===== src/rtl/core/clq_pkg.sv =====
// ----------------------------------------------------------------------------
// clq_pkg: shared types and constants of the command line queue decoder
// Holds the keyword table, the status and command codes and the control
// structs that pass between the top level and the line assembler.
// ----------------------------------------------------------------------------
package clq_pkg;

	localparam int unsigned KW_COUNT  = 8;
	localparam int unsigned KW_MAXLEN = 12;

	// Keywords in priority order; command code is the index plus one.
	// Each keyword is right-aligned, its last character in the low byte.
	localparam logic [8*KW_MAXLEN-1:0] KW_TEXT [KW_COUNT] = '{
		{"led_all", "_on"}, {"led_all", "_off"}, {"led_on", "_down"}, {"led_on", "_up"},
		{"keepon", "_up"}, {"keepon", "_down"}, {"flower", "_on"}, {"flower", "_off"}
	};
	localparam int unsigned KW_LEN [KW_COUNT] = '{10, 11, 11, 9, 9, 11, 9, 10};

	localparam logic [7:0] CHAR_LF = 8'h0A;
	localparam logic [7:0] CHAR_CR = 8'h0D;

	localparam logic REQ_BYTE    = 1'b0;
	localparam logic REQ_DEQUEUE = 1'b1;

	localparam logic [2:0] ST_STORED   = 3'd0;
	localparam logic [2:0] ST_QUEUED   = 3'd1;
	localparam logic [2:0] ST_FULL     = 3'd2;
	localparam logic [2:0] ST_TOO_LONG = 3'd3;
	localparam logic [2:0] ST_ISSUED   = 3'd4;
	localparam logic [2:0] ST_EMPTY    = 3'd5;

	localparam logic [3:0] CMD_NONE    = 4'd0;
	localparam logic [3:0] CMD_UNKNOWN = 4'd9;

	// Control from the top level to the line assembler.
	typedef struct packed {
		logic track;  // Compare and count one ordinary character.
		logic clear;  // Start a new line.
	} asm_ctl_t;

	// Status from the line assembler to the top level.
	typedef struct packed {
		logic       at_limit;  // The current line has reached the length limit.
		logic [3:0] code;      // Command code of the line as received so far.
	} asm_stat_t;

	// Character at position pos of keyword k; zero past the end of the keyword.
	function automatic logic [7:0] kw_char(input int unsigned k, input int unsigned pos);
		logic [7:0] ch;
		ch = 8'h00;
		if (pos < KW_LEN[k]) begin
			ch = KW_TEXT[k][8*(KW_LEN[k]-1-pos) +: 8];
		end
		return ch;
	endfunction

endpackage


===== src/rtl/core/clq_in_if.sv =====
// ----------------------------------------------------------------------------
// clq_in_if: request channel of the command line queue decoder
// Carries a received byte or a dequeue request under a valid/ready handshake.
// ----------------------------------------------------------------------------
interface clq_in_if;
	logic       valid;
	logic       ready;
	logic       req_type;
	logic [7:0] rx_byte;

	modport source (output valid, output req_type, output rx_byte, input ready);
	modport sink   (input valid, input req_type, input rx_byte, output ready);
endinterface


===== src/rtl/core/clq_out_if.sv =====
// ----------------------------------------------------------------------------
// clq_out_if: result channel of the command line queue decoder
// Carries status, command code and queue slot under a valid/ready handshake.
// ----------------------------------------------------------------------------
interface clq_out_if;
	logic       valid;
	logic       ready;
	logic [2:0] status;
	logic [3:0] command;
	logic [3:0] slot;

	modport source (output valid, output status, output command, output slot, input ready);
	modport sink   (input valid, input status, input command, input slot, output ready);
endinterface


===== src/rtl/core/clq_ram.sv =====
// ----------------------------------------------------------------------------
// clq_ram: generic simple dual-port RAM
// One write port and one read port with registered read data.
// ----------------------------------------------------------------------------
module clq_ram #(
	parameter int unsigned WIDTH = 4,
	parameter int unsigned DEPTH = 16
) (
	input  logic                     clk,
	input  logic                     we,
	input  logic [$clog2(DEPTH)-1:0] waddr,
	input  logic [WIDTH-1:0]         wdata,
	input  logic                     re,
	input  logic [$clog2(DEPTH)-1:0] raddr,
	output logic [WIDTH-1:0]         rdata
);

	logic [WIDTH-1:0] mem [DEPTH];

	always_ff @(posedge clk) begin
		if (we) begin
			mem[waddr] <= wdata;
		end
		if (re) begin
			rdata <= mem[raddr];
		end
	end

endmodule


===== src/rtl/core/clq_line_asm.sv =====
// ----------------------------------------------------------------------------
// clq_line_asm: line assembler and keyword tracker
// Counts characters of the current line and keeps one match flag per keyword.
// ----------------------------------------------------------------------------
module clq_line_asm #(
	parameter int unsigned LINE_LIMIT = 40
) (
	input  logic               clk,
	input  logic               arst_n,
	input  clq_pkg::asm_ctl_t  ctl,
	input  logic [7:0]         rx_byte,
	output clq_pkg::asm_stat_t stat
);

	localparam int unsigned PosW = $clog2(LINE_LIMIT + 1);

	logic [PosW-1:0]              pos_q;
	logic [clq_pkg::KW_COUNT-1:0] flags_q;
	logic [clq_pkg::KW_COUNT-1:0] flags_nxt;
	logic [3:0]                   code;

	// A keyword drops out at the first character that differs from it.
	always_comb begin
		flags_nxt = flags_q;
		for (int unsigned k = 0; k < clq_pkg::KW_COUNT; k++) begin
			if ((int'(pos_q) < clq_pkg::KW_LEN[k]) &&
			    (rx_byte != clq_pkg::kw_char(k, int'(pos_q)))) begin
				flags_nxt[k] = 1'b0;
			end
		end
	end

	// First keyword still matching whose full length has been received.
	always_comb begin
		code = clq_pkg::CMD_UNKNOWN;
		for (int k = clq_pkg::KW_COUNT - 1; k >= 0; k--) begin
			if (flags_q[k] && (int'(pos_q) >= clq_pkg::KW_LEN[k])) begin
				code = 4'(k + 1);
			end
		end
	end

	always_ff @(posedge clk or negedge arst_n) begin
		if (!arst_n) begin
			pos_q   <= '0;
			flags_q <= '1;
		end else if (ctl.clear) begin
			pos_q   <= '0;
			flags_q <= '1;
		end else if (ctl.track) begin
			pos_q   <= pos_q + PosW'(1);
			flags_q <= flags_nxt;
		end
	end

	assign stat.at_limit = (pos_q >= PosW'(LINE_LIMIT));
	assign stat.code     = code;

endmodule


===== src/rtl/core/command_line_queue_decoder.sv =====
// ----------------------------------------------------------------------------
// command_line_queue_decoder: line queue with keyword command decoder
// A byte item gives its result in the output register in the cycle after it
// is accepted; a dequeue of a non-empty queue passes through READ for the
// registered read of the queue RAM. Byte items are taken one per cycle while
// the output register is free or being emptied; a dequeue of a non-empty
// queue holds the input while the queue RAM read completes.
// Reset clears the pointers, the line length and the match flags at once;
// the queue RAM is not cleared, as no slot is read before it is written.
// ----------------------------------------------------------------------------
module command_line_queue_decoder #(
	parameter int unsigned QUEUE_DEPTH = 16,
	parameter int unsigned LINE_LIMIT  = 40
) (
	input logic     clk,
	input logic     arst_n,
	clq_in_if.sink  req,
	clq_out_if.source rsp
);

	localparam int unsigned PtrW = $clog2(QUEUE_DEPTH);

	// Two-state sequencer: IDLE takes items, READ waits for the queue RAM.
	typedef enum logic [1:0] {
		S_IDLE = 2'b01,
		S_READ = 2'b10
	} state_t;

	state_t state_q;

	logic [PtrW-1:0] wp_q;
	logic [PtrW-1:0] rp_q;
	logic [PtrW-1:0] wp_nxt;
	logic [PtrW-1:0] rp_nxt;

	logic       out_valid_q;
	logic [2:0] status_q;
	logic [3:0] command_q;
	logic [3:0] slot_q;

	logic accept;
	logic is_byte;
	logic is_eol;
	logic q_full;
	logic q_empty;
	logic deq_read;
	logic line_write;
	logic [2:0] byte_status;
	logic [3:0] ram_rdata;
	logic [PtrW+3:0] wp_ext;
	logic [PtrW+3:0] rp_ext;

	clq_pkg::asm_ctl_t  asm_ctl;
	clq_pkg::asm_stat_t asm_stat;

	// The pointers wrap at the queue depth, which need not be a power of two.
	assign wp_nxt = (wp_q == PtrW'(QUEUE_DEPTH - 1)) ? '0 : wp_q + PtrW'(1);
	assign rp_nxt = (rp_q == PtrW'(QUEUE_DEPTH - 1)) ? '0 : rp_q + PtrW'(1);

	// One slot is always left free, so full means the writer is one behind the reader.
	assign q_full  = (wp_nxt == rp_q);
	assign q_empty = (wp_q == rp_q);

	// An item is taken only when the sequencer is idle and the output register
	// is free or is being emptied in the same cycle.
	assign req.ready = (state_q == S_IDLE) && (!out_valid_q || rsp.ready);
	assign accept    = req.valid && req.ready;
	assign is_byte   = (req.req_type == clq_pkg::REQ_BYTE);
	assign is_eol    = (req.rx_byte == clq_pkg::CHAR_LF) || (req.rx_byte == clq_pkg::CHAR_CR);

	// A full queue drops every byte, CR and LF included, and leaves the line
	// as it was. Otherwise a line at the limit is discarded, and a CR or LF
	// closes the line and writes its command code into the queue.
	always_comb begin
		if (q_full) begin
			byte_status = clq_pkg::ST_FULL;
		end else if (asm_stat.at_limit) begin
			byte_status = clq_pkg::ST_TOO_LONG;
		end else if (is_eol) begin
			byte_status = clq_pkg::ST_QUEUED;
		end else begin
			byte_status = clq_pkg::ST_STORED;
		end
	end

	assign asm_ctl.track = accept && is_byte && (byte_status == clq_pkg::ST_STORED);
	assign asm_ctl.clear = accept && is_byte &&
	                       ((byte_status == clq_pkg::ST_TOO_LONG) ||
	                        (byte_status == clq_pkg::ST_QUEUED));
	assign line_write    = accept && is_byte && (byte_status == clq_pkg::ST_QUEUED);
	assign deq_read      = accept && !is_byte && !q_empty;

	clq_line_asm #(
		.LINE_LIMIT (LINE_LIMIT)
	) u_line_asm (
		.clk     (clk),
		.arst_n  (arst_n),
		.ctl     (asm_ctl),
		.rx_byte (req.rx_byte),
		.stat    (asm_stat)
	);

	// The queue itself: one command code per slot.
	clq_ram #(
		.WIDTH (4),
		.DEPTH (QUEUE_DEPTH)
	) u_queue_ram (
		.clk   (clk),
		.we    (line_write),
		.waddr (wp_q),
		.wdata (asm_stat.code),
		.re    (deq_read),
		.raddr (rp_q),
		.rdata (ram_rdata)
	);

	// The slot field reports the low four bits of the pointer concerned.
	assign wp_ext = {4'b0000, wp_q};
	assign rp_ext = {4'b0000, rp_q};

	// Sequencer, pointers and output valid.
	always_ff @(posedge clk or negedge arst_n) begin
		if (!arst_n) begin
			state_q     <= S_IDLE;
			wp_q        <= '0;
			rp_q        <= '0;
			out_valid_q <= 1'b0;
		end else begin
			unique case (state_q)
				S_IDLE: begin
					if (deq_read) begin
						state_q     <= S_READ;
						rp_q        <= rp_nxt;
						out_valid_q <= 1'b0;
					end else if (accept) begin
						out_valid_q <= 1'b1;
						if (line_write) begin
							wp_q <= wp_nxt;
						end
					end else if (rsp.ready) begin
						out_valid_q <= 1'b0;
					end
				end
				S_READ: begin
					// The RAM data of the dequeued slot is valid in this cycle.
					state_q     <= S_IDLE;
					out_valid_q <= 1'b1;
				end
				default: begin
					state_q <= S_IDLE;
				end
			endcase
		end
	end

	// Result payload. A dequeue of a non-empty queue sets status and slot when
	// it is taken and picks up the command code from the RAM in READ.
	always_ff @(posedge clk) begin
		if (accept) begin
			if (is_byte) begin
				status_q  <= byte_status;
				command_q <= clq_pkg::CMD_NONE;
				slot_q    <= wp_ext[3:0];
			end else if (q_empty) begin
				status_q  <= clq_pkg::ST_EMPTY;
				command_q <= clq_pkg::CMD_NONE;
				slot_q    <= rp_ext[3:0];
			end else begin
				status_q  <= clq_pkg::ST_ISSUED;
				command_q <= clq_pkg::CMD_NONE;
				slot_q    <= rp_ext[3:0];
			end
		end else if (state_q == S_READ) begin
			command_q <= ram_rdata;
		end
	end

	assign rsp.valid   = out_valid_q;
	assign rsp.status  = status_q;
	assign rsp.command = command_q;
	assign rsp.slot    = slot_q;

`ifndef ASSERT_OFF
	// A dequeue of a non-empty queue always goes through the RAM read cycle.
	a_deq_reads: assert property (@(posedge clk) disable iff (!arst_n)
		deq_read |=> (state_q == S_READ))
		else $error("dequeue did not enter the read cycle");

	// The output register is free while the RAM read is pending.
	a_read_out_free: assert property (@(posedge clk) disable iff (!arst_n)
		(state_q == S_READ) |-> !out_valid_q)
		else $error("output register busy during queue read");

	// Only an issued command carries a command code.
	a_cmd_only_issued: assert property (@(posedge clk) disable iff (!arst_n)
		(out_valid_q && (status_q != clq_pkg::ST_ISSUED)) |-> (command_q == clq_pkg::CMD_NONE))
		else $error("command code on a result that is not an issued command");

	// After a line is queued the queue cannot be empty.
	a_queued_not_empty: assert property (@(posedge clk) disable iff (!arst_n)
		line_write |=> (wp_q != rp_q))
		else $error("queue empty right after a line was queued");

	// Nothing is written into a full queue.
	a_no_write_full: assert property (@(posedge clk) disable iff (!arst_n)
		line_write |-> !q_full)
		else $error("line written into a full queue");
`endif

endmodule

===== src/flat_wrapper.sv =====
// flat-port wrapper written by rule: the top's interface ports become plain ports
module command_line_queue_decoder_flat 
#(
	parameter int unsigned QUEUE_DEPTH = 16,
	parameter int unsigned LINE_LIMIT  = 40
)
  (clk, arst_n, req_valid, req_req_type, req_rx_byte, req_ready, rsp_valid, rsp_status, rsp_command, rsp_slot, rsp_ready);
  clq_in_if req_i ();
  clq_out_if rsp_i ();
  input logic clk;
  input logic arst_n;
  input wire logic [$bits(req_i.valid)-1:0] req_valid;
  input wire logic [$bits(req_i.req_type)-1:0] req_req_type;
  input wire logic [$bits(req_i.rx_byte)-1:0] req_rx_byte;
  output wire logic [$bits(req_i.ready)-1:0] req_ready;
  output wire logic [$bits(rsp_i.valid)-1:0] rsp_valid;
  output wire logic [$bits(rsp_i.status)-1:0] rsp_status;
  output wire logic [$bits(rsp_i.command)-1:0] rsp_command;
  output wire logic [$bits(rsp_i.slot)-1:0] rsp_slot;
  input wire logic [$bits(rsp_i.ready)-1:0] rsp_ready;
  assign req_i.valid = req_valid;
  assign req_i.req_type = req_req_type;
  assign req_i.rx_byte = req_rx_byte;
  assign req_ready = req_i.ready;
  assign rsp_valid = rsp_i.valid;
  assign rsp_status = rsp_i.status;
  assign rsp_command = rsp_i.command;
  assign rsp_slot = rsp_i.slot;
  assign rsp_i.ready = rsp_ready;
  command_line_queue_decoder #(.QUEUE_DEPTH(QUEUE_DEPTH), .LINE_LIMIT(LINE_LIMIT)) u_core (.clk(clk), .arst_n(arst_n), .req(req_i), .rsp(rsp_i));
endmodule

===== config.mk =====
export PLATFORM = sky130hd
export DESIGN_NAME = command_line_queue_decoder_flat
export DESIGN_NICKNAME = d
export VERILOG_FILES = /design/src/rtl/core/clq_pkg.sv /design/src/rtl/core/clq_in_if.sv /design/src/rtl/core/clq_out_if.sv /design/src/rtl/core/clq_ram.sv /design/src/rtl/core/clq_line_asm.sv /design/src/rtl/core/command_line_queue_decoder.sv /design/src/flat_wrapper.sv
export SDC_FILE = /design/constraint.sdc
export NUM_CORES = 1
export LEC_CHECK = 0
export BUFFER_PORTS_ARGS = -buffer_cell sky130_fd_sc_hd__buf_4
export CAP_MARGIN = 20
export CORE_ASPECT_RATIO = 1.25
export CORE_MARGIN = 4
export CORE_UTILIZATION = 55
export CTS_CLUSTER_DIAMETER = 60
export CTS_CLUSTER_SIZE = 8
export DETAILED_ROUTE_END_ITERATION = 12
export GPL_TIMING_DRIVEN = 0
export PLACE_DENSITY = 0.74
export SLEW_MARGIN = 20
export SYNTH_ARGS = -nofsm -noshare
export SYNTH_HDL_FRONTEND = slang
export SYNTH_HIERARCHICAL = 1
export SYNTH_SLANG_ARGS = --single-unit

===== constraint.sdc =====
create_clock -name clk -period 6.84 [get_ports clk]
set_input_delay 0.342 -clock clk [delete_from_list [all_inputs] [get_ports clk]]
set_output_delay 0.342 -clock clk [all_outputs]
set_load 0.05 [all_outputs]

==> out/summary.md <==
The run finished with clean final reports. In this run the horizontal extent of the chip is 107 um. Critical path's slowest cell: sky130_fd_sc_hd__a2111oi_0.

At the end of routability-driven placement, the weighted congestion stood at 0.997. The area of the die came out at 14000 um2. Walking the worst path, the cells encountered are clkbuf_1, inv_1, ha_1, buf_2, and2b_1, xnor2_2, nand2_1, or4_1, a2111oi_0, o311ai_1, o21ai_1.

The logs give 0.384 for the remaining max-slew budget at the tightest pin and 104 for the number of clock sinks seen by CTS. The first global-routing pass estimated 28600 um of wire. The class of the tightest hold or removal check is primary input to flip-flop.

The run gives 0 as the leftover overflow at the end of global routing. The standard-cell row count is 44, and the final-report setup violation count is 0. The power density over cell area is 498 nW/um2, and the final cycle utilization of the critical path is 0.577. The delay of the slowest cell on the worst path is 770 ps, and the peak ir drop on the vdd network is 0.000334 V.

The static leakage was 0.00262 uW. In this run the count of I/O pins placed on the die edge is 26. The run gives 649 as the post-synthesis cell count. The maximum level of the CTS H-tree is 3, and the via count is 5459. After layout, the worst setup slack is 2890 ps.

The worst setup path is captured at a flip-flop. The share of layout cells above drive strength 1 was 0.127. The total iterations of the first detailed-routing run was 7.

The run gives 0 as the number of nets still failing antenna checks after routing. For the sequential share of the synthesized area, the log shows 0.443. Static timing analysis puts the maximum clock frequency at 0.253 GHz. On the critical path the largest part of the delay comes from compound AO/OA/AOI/OAI gates. Setup repair after global routing left no endpoint under its margin. The most used flip-flop cell after synthesis is sky130_fd_sc_hd__edfxtp_1. Dividing the detail-routed wire length by the instance count gives 21.3 um. Counting instances in the post-synthesis netlist gives the leading cell types as 75 x sky130_fd_sc_hd__edfxtp_1, 59 x sky130_fd_sc_hd__nor2_1, 51 x sky130_fd_sc_hd__nand2_1. Data arrives at the worst endpoint at 4220 ps. The via count of the first global-routing pass was 5495; the number of buffers added by the clock tree synthesis step was 9. Relative to the synthesized area, the layout overhead comes to 10.5%.

The synthesized design spends more area on one cell type than any other, namely sky130_fd_sc_hd__edfxtp_1. The total area inside the core boundary comes to 11800 um2. The worst endpoint required time is 7120 ps, and the number of hold buffers added after cts is 1.

After the last flow step, the layout net total stands at 710. After synthesis the netlist holds a flip-flop and latch count of 104. The deepest clock path buffer count is 2.

TritonCTS built the clock tree. The category of the worst setup path launch point was a flip-flop. The area share of the largest cell type after synthesis came out at 0.336.

For the final hold violation count, the log shows 0. Yosys printed 6 warnings. The count of flip-flops with a built-in enable after synthesis was 75; the number of different library cells in the post-synthesis netlist was 85. Counting every net in the synthesized netlist gives 672. The global router's overall resource usage is 0.260. The root buffer cell chosen for the clock tree is sky130_fd_sc_hd__clkbuf_16. In the post-synthesis netlist, the cell with the most instances is sky130_fd_sc_hd__edfxtp_1. Wires add up to 18200 um. Number of buffers and inverters on the critical path: 3.

The logs give 0 for the number of antenna violations at the first check in global routing and 0 for the max capacitance violation total. By startpoint and endpoint, the worst setup path is classified as flip-flop to flip-flop. The final-layout fill cell count came out at 998. The tools report the initial core utilization as 0.569. The run gives 0 as the count of unresolved DRC violations after routing. The post-synthesis async set-or-reset flop share was 0.240; the clock-pin transition on the worst setup and hold timing paths was 80 ps.

After the first detailed-routing iteration, the DRC count stood at 459. Measured along the y axis, the die boundary spans 131 um. The minimum clock period is 3950 ps, and the HPWL reported at the end of detailed placement is 13800 um. The diode insertion count for antenna repair is 0, and the per-instance average area after synthesis is 10.3 um2. At the later pin of the worst-skew pair, clock insertion delay measures 340 ps. The max-slew violation count came out at 0. In this run the tool buffered the top-level ports with 25 buffer cells. Dividing the detail-routed via count by the number of cells gives 6.40.

In this run the worst path has a maximum fanout of 10. At the placement stage, the worst setup path has a slack of 3100 ps. The tools report the post-CTS resize count as 0. Yosys attributes the largest share of cell area to sky130_fd_sc_hd__edfxtp_1 34%, sky130_fd_sc_hd__dfrtp_1 6.0%, sky130_fd_sc_hd__mux4_1 5.5%, sky130_fd_sc_hd__xnor2_1 4.6%, sky130_fd_sc_hd__dfstp_2 3.5%. The worst clock skew is 10.9 ps, and the setup TNS is 0 ps. Entering global routing, the biggest net connects 26 pins.

The transition time at the pin with the least slew margin came out at 921 ps. The post-CTS setup buffer count was 0. The synthesized area came out at 6700 um2.
## routing by layer
metal | vias to the layer above | routed length (um) | global-route usage
li1 | 2534 | - | -
met1 | 2657 | 6650 | 0.277
met2 | 213 | 9800 | 0.486
met3 | 55 | 871 | 0.0373
met4 | 0 | 896 | 0.136
met5 | - | 0 | 0
## layout make-up
cell class / count / area [um2] / share of cell area
Buffer: 43 / 221 / 0.0299
Inverter: 13 / 48.8 / 0.00659
Tap cell: 161 / 201 / 0.0272
Clock buffer: 9 / 225 / 0.0304
Sequential cell: 104 / 2970 / 0.401
Multi-Input combinational cell: 489 / 3470 / 0.468
Clock inverter: 7 / 71.3 / 0.00963
Timing Repair Buffer: 27 / 205 / 0.0277
## cells in the final DEF, fill, tap and decap left out, types with 16 or more instances in the layout
master	instances
sky130_fd_sc_hd__edfxtp_1	75
sky130_fd_sc_hd__nor2_1	59
sky130_fd_sc_hd__buf_4	26
sky130_fd_sc_hd__xnor2_1	35
sky130_fd_sc_hd__dfrtp_1	16
sky130_fd_sc_hd__clkbuf_1	27
sky130_fd_sc_hd__o21ai_0	27
sky130_fd_sc_hd__nand3_1	22
sky130_fd_sc_hd__a21oi_1	39
sky130_fd_sc_hd__nand2_1	51
sky130_fd_sc_hd__xor2_1	17
## path summary, 6_finish.rpt
| kind | start | slack [ps] | end | depth (start not counted) |
|---|---|---|---|---|
| worst max-delay path | u_core/u_line_asm/pos_q[1] | 2890 | u_core/u_line_asm/flags_q[6] | 11 |
| worst min-delay path | req_req_type | 180 | u_core/rsp.status[2] | 1 |
| worst max register to register | u_core/u_line_asm/pos_q[1] | 2890 | u_core/u_line_asm/flags_q[6] | 11 |
| worst min register to register | u_core/rsp.command[0] | 500 | u_core/rsp.command[0] | 2 |
| max in group asynchronous | arst_n | 6060 | u_core/state_q[0] | 2 |
| min in group asynchronous | arst_n | 460 | u_core/u_line_asm/pos_q[1] | 2 |
## registers in the layout, indices dropped and copies added, names as in the netlist
register and count:
u_core/wp_q 4, u_core/u_queue_ram/rdata 4, u_core/rsp.status 3, u_core/rsp.command 4, u_core/u_line_asm/pos_q 6, u_core/u_line_asm/flags_q 8
u_core/rp_q 4, u_core/state_q 2, u_core/rsp.slot 4, u_core/rsp.valid 1, u_core/u_queue_ram/mem 64
## logic make-up (layout without fill, tap and decap cells)
group	Yosys count	count (layout)	share of synthesized area
multiplexers	31	31	0.0857
AO/OA/AOI/OAI	169	169	0.168
XOR/XNOR	54	54	0.0728
AND/OR/NAND/NOR	225	225	0.172
flip-flops	104	104	0.443
adder cells (fa/ha/maj)	10	10	0.0187
buffers and inverters	56	99	0.0403
## per-stage QoR
step                      hold slack (ps)  std cells  instance area (um2)   util  total power (uW)
after floorplan                      46.4        649                 6700      -              2560
after global placement                287        835                 7090  0.602              3110
after detailed placement              290        836                 7100  0.603              3150
after CTS                             172        853                 7410  0.629              3650
after global routing                  174        853                 7410  0.629              3920
final                                 184        853                 7410  0.629              3690
## report_power, final
part           total [uW]  switching (uW)  leakage [uW]  internal (uW)
logic                2320            1510       0.00149            812
registers             876            62.3      0.000985            813
clock network         499             241      0.000146            258
total                3690            1810       0.00262           1880
Power figures use the tool's default switching activity.
